--- src/ece_pkg.sv ---
// Package for the easing curve evaluator: fixed-point constants, widths,
// register indexes and easing modes. No dependencies.
package ece_pkg;

	localparam int FRAC_BITS_DEF    = 16;
	localparam int NEWTON_STEPS_DEF = 8;
	localparam int BISECT_STEPS_DEF = 32;

	localparam int PROG_W = 18;
	localparam int OUT_W  = 20;
	localparam int MODE_W = 3;
	localparam int CX_W   = 17;
	localparam int CY_W   = 19;

	// Register indexes
	localparam logic [2:0] REG_MODE = 3'd0;
	localparam logic [2:0] REG_X1   = 3'd1;
	localparam logic [2:0] REG_X2   = 3'd2;
	localparam logic [2:0] REG_Y1   = 3'd3;
	localparam logic [2:0] REG_Y2   = 3'd4;

	// Easing modes
	localparam logic [2:0] MODE_LINEAR = 3'd0;
	localparam logic [2:0] MODE_SMOOTH = 3'd1;
	localparam logic [2:0] MODE_CUBOUT = 3'd2;
	localparam logic [2:0] MODE_BACK   = 3'd3;
	localparam logic [2:0] MODE_BEZIER = 3'd4;

	// Multiplier operand/product widths
	localparam int OP_W   = 32;
	localparam int PROD_W = 64;

endpackage

--- src/ece_div.sv ---
// Restoring radix-2 divider, one quotient bit per cycle, signed operands,
// quotient truncated toward zero. Depends on no other file.
module ece_div #(
	parameter int W = 48
) (
	input  logic                clk,
	input  logic                arst_n,
	input  logic                start,
	input  logic signed [W-1:0] dividend,
	input  logic signed [W-1:0] divisor,
	output logic                done,
	output logic signed [W-1:0] quotient
);
	localparam int CW = $clog2(W + 1);

	logic [W-1:0]  rem_q, quo_q, den_q;
	logic [CW-1:0] cnt_q;
	logic          busy_q, neg_q, done_q;
	logic [W:0]    trial;

	assign trial = {rem_q, quo_q[W-1]} - {1'b0, den_q};

	always_ff @(posedge clk or negedge arst_n) begin
		if (!arst_n) begin
			busy_q <= 1'b0;
			done_q <= 1'b0;
			cnt_q  <= '0;
		end else begin
			done_q <= 1'b0;
			if (start) begin
				busy_q <= 1'b1;
				cnt_q  <= CW'(W);
			end else if (busy_q) begin
				cnt_q <= cnt_q - 1'b1;
				if (cnt_q == CW'(1)) begin
					busy_q <= 1'b0;
					done_q <= 1'b1;
				end
			end
		end
	end

	always_ff @(posedge clk) begin
		if (start) begin
			rem_q <= '0;
			quo_q <= dividend[W-1] ? W'(-dividend) : dividend;
			den_q <= divisor[W-1] ? W'(-divisor) : divisor;
			neg_q <= dividend[W-1] ^ divisor[W-1];
		end else if (busy_q) begin
			if (!trial[W]) begin
				rem_q <= trial[W-1:0];
				quo_q <= {quo_q[W-2:0], 1'b1};
			end else begin
				rem_q <= {rem_q[W-2:0], quo_q[W-1]};
				quo_q <= {quo_q[W-2:0], 1'b0};
			end
		end
	end

	assign done     = done_q;
	assign quotient = neg_q ? W'(-$signed(quo_q)) : $signed(quo_q);
endmodule

--- src/easing_curve_evaluator_core.sv ---
// Easing curve evaluator top level: APB register file, input/output
// handshakes and a microcoded sequencer around one shared multiplier.
// Depends on ece_pkg and ece_div.
//
// One progress item is clamped to [0,1] and mapped by the selected easing
// curve. All products go through a single registered multiplier that rounds
// to nearest (ties up); a sequencer feeds it one product per cycle in its
// multiply states. Custom bezier runs up to NEWTON_STEPS Newton steps, each a
// curve evaluation, a check, a slope and a division in the serial W-bit
// divider (W = FRAC_BITS+32), then up to BISECT_STEPS bisection steps and a
// final curve evaluation; its run time is set by the shared multiplier and
// the serial divider. The block accepts one item at a time; the result sits
// in an output register, and a new item is taken once the previous result
// has been taken.
module easing_curve_evaluator_core #(
	parameter int FRAC_BITS    = ece_pkg::FRAC_BITS_DEF,
	parameter int NEWTON_STEPS = ece_pkg::NEWTON_STEPS_DEF,
	parameter int BISECT_STEPS = ece_pkg::BISECT_STEPS_DEF
) (
	input  logic                              clk,
	input  logic                              arst_n,
	input  logic                              psel,
	input  logic                              penable,
	input  logic                              pwrite,
	input  logic [4:0]                        paddr,
	input  logic [31:0]                       pwdata,
	output logic [31:0]                       prdata,
	output logic                              pready,
	input  logic                              in_valid,
	output logic                              in_ready,
	input  logic signed [ece_pkg::PROG_W-1:0] progress,
	output logic                              out_valid,
	input  logic                              out_ready,
	output logic signed [ece_pkg::OUT_W-1:0]  eased_value
);
	// Internal datapath width: values stay well under this.
	localparam int DW  = FRAC_BITS + 12;
	localparam int MW  = 2 * DW;
	localparam int QW  = FRAC_BITS + 32;
	localparam logic signed [DW-1:0] ONE = DW'(1) <<< FRAC_BITS;
	localparam longint C1_L = ((longint'(170158) << FRAC_BITS) + 50000) / 100000;
	localparam logic signed [DW-1:0] C1 = DW'(C1_L);
	localparam logic signed [DW-1:0] C3 = DW'(C1_L + (longint'(1) << FRAC_BITS));
	localparam int NCW = $clog2(NEWTON_STEPS + 1);
	localparam int BCW = $clog2(BISECT_STEPS + 1);

	// Sequencer states
	localparam logic [4:0] ST_IDLE   = 5'd0;
	localparam logic [4:0] ST_POLY   = 5'd1;
	localparam logic [4:0] ST_CURVE  = 5'd2;
	localparam logic [4:0] ST_NCHK   = 5'd3;
	localparam logic [4:0] ST_SLOPE  = 5'd4;
	localparam logic [4:0] ST_DIVST  = 5'd5;
	localparam logic [4:0] ST_DIVW   = 5'd6;
	localparam logic [4:0] ST_BCHK   = 5'd7;
	localparam logic [4:0] ST_FIN    = 5'd8;
	localparam logic [4:0] ST_OUT    = 5'd9;

	// Curve evaluation purpose
	localparam logic [1:0] CV_NEWTON = 2'd0;
	localparam logic [1:0] CV_BISECT = 2'd1;
	localparam logic [1:0] CV_FINAL  = 2'd2;

	// ---------------- Registers ----------------
	logic [ece_pkg::MODE_W-1:0]      mode_q;
	logic [ece_pkg::CX_W-1:0]        x1_q, x2_q;
	logic signed [ece_pkg::CY_W-1:0] y1_q, y2_q;
	logic                            wr_en;

	assign pready = 1'b1;
	assign wr_en  = psel && penable && pwrite;

	always_ff @(posedge clk or negedge arst_n) begin
		if (!arst_n) begin
			mode_q <= '0;
			x1_q   <= '0;
			x2_q   <= ece_pkg::CX_W'(65536);
			y1_q   <= '0;
			y2_q   <= ece_pkg::CY_W'(65536);
		end else if (wr_en) begin
			case (paddr[4:2])
				ece_pkg::REG_MODE: mode_q <= pwdata[ece_pkg::MODE_W-1:0];
				ece_pkg::REG_X1:   x1_q   <= pwdata[ece_pkg::CX_W-1:0];
				ece_pkg::REG_X2:   x2_q   <= pwdata[ece_pkg::CX_W-1:0];
				ece_pkg::REG_Y1:   y1_q   <= pwdata[ece_pkg::CY_W-1:0];
				ece_pkg::REG_Y2:   y2_q   <= pwdata[ece_pkg::CY_W-1:0];
				default: ;
			endcase
		end
	end

	always_comb begin
		case (paddr[4:2])
			ece_pkg::REG_MODE: prdata = 32'(mode_q);
			ece_pkg::REG_X1:   prdata = 32'(x1_q);
			ece_pkg::REG_X2:   prdata = 32'(x2_q);
			ece_pkg::REG_Y1:   prdata = 32'(unsigned'(y1_q));
			ece_pkg::REG_Y2:   prdata = 32'(unsigned'(y2_q));
			default:           prdata = '0;
		endcase
	end

	// ---------------- Shared multiplier ----------------
	// Operands chosen by the sequencer; product rounded and registered.
	logic signed [DW-1:0] ma, mb, mr_q;
	logic signed [MW-1:0] prod;

	assign prod = (MW'(ma) * MW'(mb)) + (MW'(1) <<< (FRAC_BITS - 1));
	always_ff @(posedge clk) mr_q <= DW'(prod >>> FRAC_BITS);

	// ---------------- Sequencer ----------------
	logic [4:0]           st_q;
	logic [3:0]           ph_q;
	logic [1:0]           cv_q;
	logic signed [DW-1:0] t_q, s_q, lo_q, hi_q, p1_q, p2_q;
	logic signed [DW-1:0] a_q, b_q, c_q, acc_q;
	logic [NCW-1:0]       ncnt_q;
	logic [BCW-1:0]       bcnt_q;
	logic signed [ece_pkg::OUT_W-1:0] res_q;
	logic                 ovld_q;
	logic signed [DW-1:0] u_s, t_in, snew;
	logic signed [QW-1:0] quo;
	logic                 div_start, div_done;
	logic signed [QW-1:0] s_nw;

	assign u_s = ONE - s_q;
	assign t_in = progress[ece_pkg::PROG_W-1] ? '0 :
		(DW'(progress) > ONE ? ONE : DW'(progress));

	// Operand selection per state/phase
	always_comb begin
		ma = '0;
		mb = '0;
		case (st_q)
			ST_POLY: begin
				case (mode_q)
					ece_pkg::MODE_SMOOTH: begin
						if (ph_q == 4'd0) begin ma = t_q; mb = t_q; end
						else begin ma = mr_q; mb = DW'(3 * ONE - 2 * t_q); end
					end
					ece_pkg::MODE_CUBOUT: begin
						if (ph_q == 4'd0) begin ma = ONE - t_q; mb = ONE - t_q; end
						else begin ma = mr_q; mb = ONE - t_q; end
					end
					default: begin
						// back out: u = t-1; u2, u3, c3*u3, c1*u2
						case (ph_q)
							4'd0:    begin ma = t_q - ONE; mb = t_q - ONE; end
							4'd1:    begin ma = mr_q; mb = t_q - ONE; end
							4'd2:    begin ma = mr_q; mb = C3; end
							default: begin ma = a_q; mb = C1; end
						endcase
					end
				endcase
			end
			ST_CURVE: begin
				case (ph_q)
					4'd0:    begin ma = u_s; mb = u_s; end   // uu
					4'd1:    begin ma = s_q; mb = s_q; end   // ss
					4'd2:    begin ma = a_q; mb = s_q; end   // uu*s
					4'd3:    begin ma = b_q; mb = u_s; end   // ss*u
					4'd4:    begin ma = b_q; mb = s_q; end   // ss*s
					4'd5:    begin ma = a_q; mb = p1_q; end
					default: begin ma = c_q; mb = p2_q; end
				endcase
			end
			ST_SLOPE: begin
				// Each of uu, us and ss is scaled from mr_q in the cycle after it is formed.
				case (ph_q)
					4'd0:    begin ma = u_s; mb = u_s; end
					4'd1:    begin ma = mr_q; mb = p1_q; end
					4'd2:    begin ma = u_s; mb = s_q; end
					4'd3:    begin ma = mr_q; mb = p2_q - p1_q; end
					4'd4:    begin ma = s_q; mb = s_q; end
					default: begin ma = mr_q; mb = ONE - p2_q; end
				endcase
			end
			default: ;
		endcase
	end

	assign div_start = (st_q == ST_DIVST);
	ece_div #(.W(QW)) u_div (
		.clk      (clk),
		.arst_n   (arst_n),
		.start    (div_start),
		.dividend (QW'(acc_q) <<< FRAC_BITS),
		.divisor  (QW'(c_q)),
		.done     (div_done),
		.quotient (quo)
	);
	assign s_nw = QW'(s_q) - quo;
	assign snew = s_nw < 0 ? '0 : (s_nw > QW'(ONE) ? ONE : DW'(s_nw));

	// Saturate and hold the result
	function automatic logic signed [ece_pkg::OUT_W-1:0] sat(input logic signed [DW-1:0] v);
		if (v > DW'(524287))       sat = 20'sd524287;
		else if (v < -DW'(524288)) sat = -20'sd524288;
		else                       sat = ece_pkg::OUT_W'(v);
	endfunction

	assign in_ready    = (st_q == ST_IDLE) && !ovld_q;
	assign out_valid   = ovld_q;
	assign eased_value = res_q;

	always_ff @(posedge clk or negedge arst_n) begin
		if (!arst_n) begin
			st_q   <= ST_IDLE;
			ph_q   <= '0;
			ovld_q <= 1'b0;
			cv_q   <= CV_NEWTON;
			ncnt_q <= '0;
			bcnt_q <= '0;
		end else begin
			if (ovld_q && out_ready) ovld_q <= 1'b0;
			case (st_q)
				ST_IDLE: begin
					if (in_valid && in_ready) begin
						ph_q <= '0;
						if (mode_q == ece_pkg::MODE_SMOOTH || mode_q == ece_pkg::MODE_CUBOUT
							|| mode_q == ece_pkg::MODE_BACK)
							st_q <= ST_POLY;
						else if (mode_q == ece_pkg::MODE_BEZIER) begin
							st_q   <= ST_CURVE;
							cv_q   <= CV_NEWTON;
							ncnt_q <= '0;
						end else
							st_q <= ST_OUT;
					end
				end
				ST_POLY: begin
					ph_q <= ph_q + 1'b1;
					if ((mode_q != ece_pkg::MODE_BACK && ph_q == 4'd2)
						|| ph_q == 4'd4) st_q <= ST_OUT;
				end
				ST_CURVE: begin
					if (ph_q == 4'd7) begin
						ph_q <= '0;
						case (cv_q)
							CV_NEWTON: st_q <= ST_NCHK;
							CV_BISECT: st_q <= ST_BCHK;
							default:   st_q <= ST_OUT;
						endcase
					end else
						ph_q <= ph_q + 1'b1;
				end
				ST_NCHK: begin
					if (acc_q == t_q) begin
						st_q <= ST_CURVE;
						cv_q <= CV_FINAL;
					end else
						st_q <= ST_SLOPE;
				end
				ST_SLOPE: begin
					if (ph_q == 4'd6) begin
						ph_q <= '0;
						st_q <= ST_DIVST;
					end else
						ph_q <= ph_q + 1'b1;
				end
				ST_DIVST: begin
					if (c_q == '0) begin
						st_q   <= ST_CURVE;
						cv_q   <= CV_BISECT;
						bcnt_q <= '0;
					end else
						st_q <= ST_DIVW;
				end
				ST_DIVW: begin
					if (div_done) begin
						st_q <= ST_CURVE;
						if (ncnt_q == NCW'(NEWTON_STEPS - 1)) begin
							cv_q   <= CV_BISECT;
							bcnt_q <= '0;
						end else
							ncnt_q <= ncnt_q + 1'b1;
					end
				end
				ST_BCHK: begin
					st_q <= ST_CURVE;
					if (acc_q == t_q || bcnt_q == BCW'(BISECT_STEPS - 1))
						cv_q <= CV_FINAL;
					else
						bcnt_q <= bcnt_q + 1'b1;
				end
				ST_FIN: st_q <= ST_OUT;
				ST_OUT: begin
					st_q   <= ST_IDLE;
					ovld_q <= 1'b1;
				end
				default: st_q <= ST_IDLE;
			endcase
		end
	end

	// Datapath registers
	always_ff @(posedge clk) begin
		case (st_q)
			ST_IDLE: begin
				t_q   <= t_in;
				s_q   <= t_in;
				lo_q  <= '0;
				hi_q  <= ONE;
				acc_q <= t_in;
				p1_q  <= (DW'(x1_q) > ONE) ? ONE : DW'(x1_q);
				p2_q  <= (DW'(x2_q) > ONE) ? ONE : DW'(x2_q);
			end
			ST_POLY: begin
				if (mode_q == ece_pkg::MODE_SMOOTH) begin
					if (ph_q == 4'd2) acc_q <= mr_q;
				end else if (mode_q == ece_pkg::MODE_CUBOUT) begin
					if (ph_q == 4'd2) acc_q <= ONE - mr_q;
				end else begin
					case (ph_q)
						4'd1: a_q <= mr_q;          // u2
						4'd3: acc_q <= ONE + mr_q;  // c3*u3
						4'd4: acc_q <= acc_q + mr_q; // c1*u2
						default: ;
					endcase
				end
			end
			ST_CURVE: begin
				case (ph_q)
					4'd0: if (cv_q == CV_FINAL) begin
						p1_q <= DW'(y1_q);
						p2_q <= DW'(y2_q);
					end
					4'd1: a_q <= mr_q;               // uu
					4'd2: b_q <= mr_q;               // ss
					4'd3: a_q <= mr_q;               // uu*s
					4'd4: c_q <= mr_q;               // ss*u
					4'd5: acc_q <= mr_q;             // ss*s
					4'd6: acc_q <= DW'(acc_q + 3 * mr_q);
					default: acc_q <= DW'(acc_q + 3 * mr_q);
				endcase
			end
			ST_NCHK: acc_q <= acc_q - t_q;
			ST_SLOPE: begin
				case (ph_q)
					4'd2: c_q <= DW'(3 * mr_q);
					4'd4: c_q <= DW'(c_q + 6 * mr_q);
					4'd6: c_q <= DW'(c_q + 3 * mr_q);
					default: ;
				endcase
			end
			ST_DIVST: if (c_q == '0) s_q <= t_q;
			ST_DIVW: begin
				if (div_done)
					s_q <= (ncnt_q == NCW'(NEWTON_STEPS - 1)) ? t_q : snew;
			end
			ST_BCHK: begin
				if (acc_q != t_q && bcnt_q != BCW'(BISECT_STEPS - 1)) begin
					if (acc_q < t_q) begin
						lo_q <= s_q;
						s_q  <= (s_q + hi_q) >>> 1;
					end else begin
						hi_q <= s_q;
						s_q  <= (lo_q + s_q) >>> 1;
					end
				end else if (acc_q != t_q) begin
					if (acc_q < t_q) s_q <= (s_q + hi_q) >>> 1;
					else             s_q <= (lo_q + s_q) >>> 1;
				end
			end
			ST_OUT: res_q <= sat(acc_q);
			default: ;
		endcase
	end
endmodule

--- config.mk ---
export PLATFORM = sky130hd
export DESIGN_NAME = easing_curve_evaluator_core
export DESIGN_NICKNAME = d
export VERILOG_FILES = /design/src/ece_pkg.sv /design/src/ece_div.sv /design/src/easing_curve_evaluator_core.sv
export SDC_FILE = /design/constraint.sdc
export NUM_CORES = 2
export LEC_CHECK = 0
export BUFFER_PORTS_ARGS = -buffer_cell sky130_fd_sc_hd__buf_2
export CORE_MARGIN = 4
export CORE_UTILIZATION = 65
export DETAILED_ROUTE_END_ITERATION = 8
export PLACE_DENSITY = 0.88
export SYNTH_ARGS = -nofsm -noshare
export SYNTH_HDL_FRONTEND = slang
export SYNTH_SLANG_ARGS = --single-unit
--- constraint.sdc ---
create_clock -name clk -period 29.6 [get_ports clk]
set_clock_uncertainty 0.1 [all_clocks]
set_input_delay 2.96 -clock clk [delete_from_list [all_inputs] [get_ports clk]]
set_output_delay 2.96 -clock clk [all_outputs]
set_load 0.1 [all_outputs]
## Yosys cells after proc, flatten, opt, wreduce, memory -nomap -nowiden

Cells that the tools add are included.

| storage, ports and cells | value |
|---|---|
| input port bits | 62 |
| register bits | 567 |

| cells by class | value |
|---|---|
| multiplexer cells | 107 |
| bitwise logic cells | 1 |
| reduce and logical (&&, ||, !) cells | 57 |
| $mul | 3 |
| eq/ne operators | 62 |
| add/sub/neg operators | 25 |
| order comparisons | 8 |

Operator list:

| cell | count |
|---|---|
| 28-bit two-way mux | 28 |
| 28-bit one-hot mux with 2 select lines | 13 |
| 28-bit one-hot mux with 4 select lines | 4 |
| 28-bit one-hot mux with 3 select lines | 4 |
| 48-bit two-way mux | 5 |
| 28-bit adder | 6 |
| 19-bit one-hot mux with 5 select lines | 1 |
| 18-bit by 28-bit subtractor with 28-bit output (first input constant) | 3 |
| 17-bit two-way mux | 4 |
| 49-bit by 48-bit subtractor with 49-bit output | 1 |
| 48-bit by 18-bit > comparator with 1-bit output (second input constant) | 1 |
| 48-bit by 1-bit less-than comparator with 1-bit output (second input constant) | 1 |
| 28-bit negator with 48-bit output | 1 |
| 44-bit negator with 48-bit output | 1 |
| 48-bit negator | 1 |
| 28-bit by 48-bit subtractor with 48-bit output | 1 |
| 5-bit one-hot mux with 9 select lines | 1 |
| 44-bit by 17-bit adder with 44-bit output (second input constant) | 1 |
| 28-bit by 28-bit multiplier with 44-bit output | 1 |
| 4-bit two-way mux | 10 |
| 2-bit != test (second input constant) | 19 |
| 6-bit two-way mux | 6 |
| 17-bit > comparator (second input constant) | 2 |
| 18-bit by 28-bit adder with 28-bit output (first input constant) | 1 |
| 68 further kinds | 147 |

## Logic depth before layout (Yosys ltp)

| logic depth | value |
|---|---|
| depth in word-level cells | 9 |
| gate-level depth with buffers | 47 |

## By module

From an unflattened synthesis, not the netlist that was laid out.

| unflattened totals | value |
|---|---|
| cell total of the unflattened synthesis | 8398 |
| area, all modules | 71761.3 um^2 |

By module, submodules not included:

| module | cells each | area an instance (um^2) | instances | seq. area each (um^2) |
|---|---|---|---|---|
| easing_curve_evaluator_core | 7045 | 60214.0 | 1 | 11103.1 |
| ece_div | 1353 | 11547.3 | 1 | 4073.9 |

## Worst setup path before layout

Ideal clock, no wire load.

| timing | value |
|---|---|
| kind | reg2reg |
| start | register s_q[1] |
| end | register mr_q[27] |
| setup time | 0.072 ns |
| stages on the path, launching flop included | 43 |
| period minus slack after synthesis | 11.188 ns |
| slack | 18.412 ns |
| data required time | 29.428 ns |
| arrival | 11.015 ns |
| path through | edfxtp_1 inv_1 ha_1 or3b_1 or3_1 clkbuf_1 or3_1 or3_1 or3_1 nor3_1 xnor2_1 a21oi_1 o221ai_1 clkbuf_1 clkbuf_1 nand2_1 fa_1 inv_1 (+7 left out) fa_1 ha_1 ha_1 a21o_1 a21o_1 a21o_1 a21oi_1 o21ai_0 nand2b_1 o211ai_1 a21o_1 a311oi_1 o21a_1 o221ai_1 o211ai_1 xnor2_1 xnor2_1 xnor2_1 |

| between the ends | value |
|---|---|
| word-level cells in the longest chain between the ends | 5 |
| elaborated cells on any way between the ends | 9 |
| classes of those cells | 2 x add/sub; 1 x mul; 6 x mux |

RTL lines:

| element | RTL line | source |
|---|---|---|
| start: declaration | easing_curve_evaluator_core.sv:115 | `logic signed [DW-1:0] t_q, s_q, lo_q, hi_q, p1_q, p2_q;` |
| start signal: assignment | easing_curve_evaluator_core.sv:301 | `s_q <= t_in;` |
| start signal: assignment | easing_curve_evaluator_core.sv:346 | `ST_DIVST: if (c_q == '0) s_q <= t_q;` |
| start signal: assignment | easing_curve_evaluator_core.sv:349 | `s_q <= (ncnt_q == NCW'(NEWTON_STEPS - 1)) ? t_q : snew;` |
| 18-bit by 28-bit subtractor with 28-bit output | easing_curve_evaluator_core.sv:126 | `assign u_s = ONE - s_q;` |
| 28-bit one-hot mux with 4 select lines (tied with other cells) | easing_curve_evaluator_core.sv:157 | `case (ph_q)` |
| 28-bit one-hot mux with 3 select lines | easing_curve_evaluator_core.sv:134 | `case (st_q)` |
| 28-bit by 28-bit multiplier with 44-bit output * | easing_curve_evaluator_core.sv:108 | `assign prod = (MW'(ma) * MW'(mb)) + (MW'(1) <<< (FRAC_BITS - 1));` |
| 44-bit by 17-bit adder with 44-bit output * | easing_curve_evaluator_core.sv:108 |  |
| net prod[43] | easing_curve_evaluator_core.sv:106 | `logic signed [MW-1:0] prod;` |
| end signal: assignment | easing_curve_evaluator_core.sv:109 | `always_ff @(posedge clk) mr_q <= DW'(prod >>> FRAC_BITS);` |
| end: declaration | easing_curve_evaluator_core.sv:105 | `logic signed [DW-1:0] ma, mb, mr_q;` |

The timed path passes the listed nets; every way through them passes the cells marked *.
A chain may end at the register's enable or synchronous reset.

## Worst setup path in the final report

Ends and elaborated chain as after synthesis.

==> results.cfg <==
[status]
status = finished, violations left
violations = design-rule violations, max-capacitance violations, max-slew violations

[critical_path]
r2r_slack_ns = 15.80
setup.worst_path.class = reg2reg
critPathSlowestCell = a2111oi_0
path_delay_family = compound AO/OA/AOI/OAI gates
path_buf_inv = 3
setup.worst_path.start = s_q[1]$_DFFE_PP_
r2r_start = s_q[1]$_DFFE_PP_
cp.arrival_ns = 14.31
worstPathRequired_ns = 30.11
cp-start-kind = flop
critPathCaptureType = flop
critPathMaxFanout = 28
cpMostUsedCell = fa_1
slowest_delay_ns = 1.05

[cells_and_area]
final_cell_area_um2 = 73860
nets = 9210
drive_gt1_share_pct = 7.738
syn_to_final_growth_pct = 6.460

[logic_synthesis]
synth_cell_types = 94
yosysSeqAreaShare_pct = 21.88
synthCells = 8016
yosysTopAreaCell = fa_1
synth-edff-count = 368
synth_compound_area_share_pct = 17.67
synth_simple_gate_area_share_pct = 15.74
yosys.area.top_type_share_pct = 19.62
synthMuxAreaShare_pct = 2.352
synth_xor_xnor_area_share_pct = 5.883
yosysWarnings = 0
synth_flop_cell = edfxtp_1
netlist_area_um2 = 69380
avgSynthCellArea_um2 = 8.655
synthAdderAreaFrac_pct = 28.80
synth_top_family_by_area = adder cells
async_flop_share_pct = 18.98
ys_top_cells_by_area = fa_1, edfxtp_1, ha_1, inv_1, nand2_1
synth-seq-cells = 548

[timing]
fmax_mhz = 72.46
rsz0062_at_grt = false
slew_headroom_pct = -1.560
setup-tns-final_ns = 0
hold_violations = 0
worst_pin_slew_ns = 1.509
post-route-period-util_pct = 46.63
fin_crit_ns = 13.80
setup_viol = 0
maxSlewViolCount = 5

[cts]
ctsHoldBuffers = 0
clk_pin_slew_ns = 0.07
cts_sinks = 548
clock_latency_ns = 0.73
cts_tree = done
cts_buffer_depth = 3
post_cts.repair.setup_buffers = 0
htreeDepth = 2
ctsResizeCount = 0
ctsRootBufferMaster = clkbuf_16
cts_buffers = 61

[detailed_routing]
drt_iter0_markers = 9449
drt_wl_total_um = 254400
ant_nets = 0
drc = 42
wire_per_inst_um = 27.03
via_count = 64190
viasPerCell = 6.819
dr.pass1.iters = 9

[global_route]
antenna_found_initial = 17
busiest_layer = met2
grt_use_met2_pct = 66.23
global_route.overflow_total = 0
met3_usage_pct = 15.56
grt_pass1_vias = 63890
grtUsageTotal_pct = 45.01
grt_max_degree = 92
grtUsageMet1_pct = 55.74
grt_first_pass_wirelength_um = 382800

[job]
drv_cap = 1

[floorplanning]
die_area_um2 = 112000
die_w_um = 334.7
core_um2 = 105600
initial_core_util_pct = 65.72
std_cell_rows = 119
io_pins = 117
die_y_um = 334.7

[place]
port_buffers = 87
dp_hpwl_um = 190700
gp_congestion = 1.096
place_area_um2 = 71750

[min_path]
hold_path_class = reg2reg
hold_start = u_div.rem_q[1]$_SDFFE_PP0P_
-- state kept, by name, indices dropped and copies added, names as in the netlist, 4 cells and up --
register     cells
u_div.quo_q     48
p1_q            19
s_q             28
acc_q           28
st_q             4
p2_q            19
ncnt_q           4
hi_q            28
b_q             28
mr_q            28
lo_q            28
bcnt_q           6
y1_q            19
c_q             28
ph_q             4
u_div.cnt_q      6
x1_q            17
u_div.rem_q     48
y2_q            19
t_q             17
u_div.den_q     48
x2_q            17
a_q             28
eased_value     20
-- logic make-up (layout without fill, tap and decap cells) --
kind of cell | count (synthesis) | in the layout
AO/OA/AOI/OAI | 1891 | 1891
XOR/XNOR | 466 | 466
adder cells (fa/ha/maj) | 1189 | 1189
buffers and inverters | 1400 | 1364
flip-flops | 548 | 548
multiplexers | 148 | 148
other | 2 | 45
AND/OR/NAND/NOR | 2372 | 2372
-- worst register-to-register path: cells and delay by family, from the launching register on --
family / cells / cell delay [ns]
AOI/OAI and AO/OA: 13 / 4.67
xor gates and xnor gates: 3 / 0.48
adders and majority gates: 10 / 4.34
buffers and inverters: 3 / 0.65
DFF: 1 / 0.63
and+or+nand+nor: 8 / 2.83
-- metal layers --
layer	routed length, um	up-vias	part of all wire [%]
met1	88110	30700	35
li1	-	27350	-
met5	136	-	0.053
met4	22250	16	8.7
met2	106400	4792	42
met3	37490	1329	15
-- final timing paths --
kind | depth (start not counted) | to
max in group asynchronous | 2 | u_div.busy_q$_DFF_PN0_
min reg2reg | 2 | u_div.rem_q[1]$_SDFFE_PP0P_
max reg2reg | 37 | mr_q[27]$_DFF_P_
min in group asynchronous | 1 | y2_q[5]$_DFFE_PN0P_
max | 37 | mr_q[27]$_DFF_P_
min | 2 | u_div.rem_q[1]$_SDFFE_PP0P_
-- synthesized netlist by cell type (all sizes together) (43+ instances only) --
| cell type | instances |
|---|---|
| nor3 | 135 |
| a211oi | 54 |
| dfrtp | 102 |
| o22ai | 43 |
| nand4 | 45 |
| a221oi | 66 |
| nand2b | 73 |
| nor2 | 585 |
| and2 | 141 |
| ha | 509 |
| a31oi | 72 |
| edfxtp | 368 |
| o21ai | 500 |
| o21bai | 43 |
| buf | 53 |
| o211ai | 49 |
| clkbuf | 371 |
| xnor2 | 287 |
| inv | 972 |
| and3 | 46 |
| a21o | 124 |
| nor2b | 75 |
| nor4 | 47 |
| dfxtp | 76 |
| xor2 | 179 |
| nand2 | 932 |
| a22oi | 48 |
| o31ai | 47 |
| nand3 | 115 |
| o21a | 60 |
| fa | 680 |
| mux2 | 120 |
| or3 | 67 |
| a222oi | 44 |
| a21oi | 472 |
-- area by class of cell --
type / instances / area (um^2)
Antenna cell: 11 / 27.53
Inverter: 976 / 3664
Fill cell: 7825 / 31710
Sequential cell: 548 / 15180
Clock inverter: 44 / 469.2
Multi-Input combinational cell: 6100 / 49340
Timing Repair Buffer: 272 / 1827
Clock buffer: 72 / 1609
Tap cell: 1391 / 1740
-- cell usage in the layout, fill, tap and decap left out, types with 46 or more instances in the layout --
cell       Yosys  routed
a211oi_1      54      53
ha_1         509     509
dfrtp_1      102     101
o21a_1        60      60
fa_1         680     680
buf_4         14     186
nand3_1      107     107
nor2b_1       75      75
inv_1        968     968
a221oi_1      66      66
nand2_1      932     929
edfxtp_1     368     368
and2_1       141     140
o211ai_1      49      49
dfxtp_1       76      76
or3_1         67      67
xor2_1       179     178
o21ai_1       69      65
buf_2          4      86
xnor2_1      287     286
a21oi_1      472     467
and3_1        46      46
nand2b_1      73      73
o21ai_0      431     423
nor2_1       585     575
mux2_2       120     120
a21o_1       124     124
a22oi_1       48      48
a31oi_1       72      70
nor3_1       135     130
clkbuf_16      0      62
-- stage by stage --
stage,instances,worst slack [ns],hold WS [ns],utilization (%)
after detailed placement,9287,16.39,0.3571,67.97
final,9414,15.80,0.3924,69.97
after global placement,9287,16.56,0.3544,67.97
after floorplan,8048,18.41,0.3365,-
after global routing,9404,15.48,0.4107,69.94
after CTS,9403,16.22,0.3860,69.94
Power is left out: the tool's default activity adds up to more than one toggle a clock period on the data nets, which glitch-free logic cannot reach.
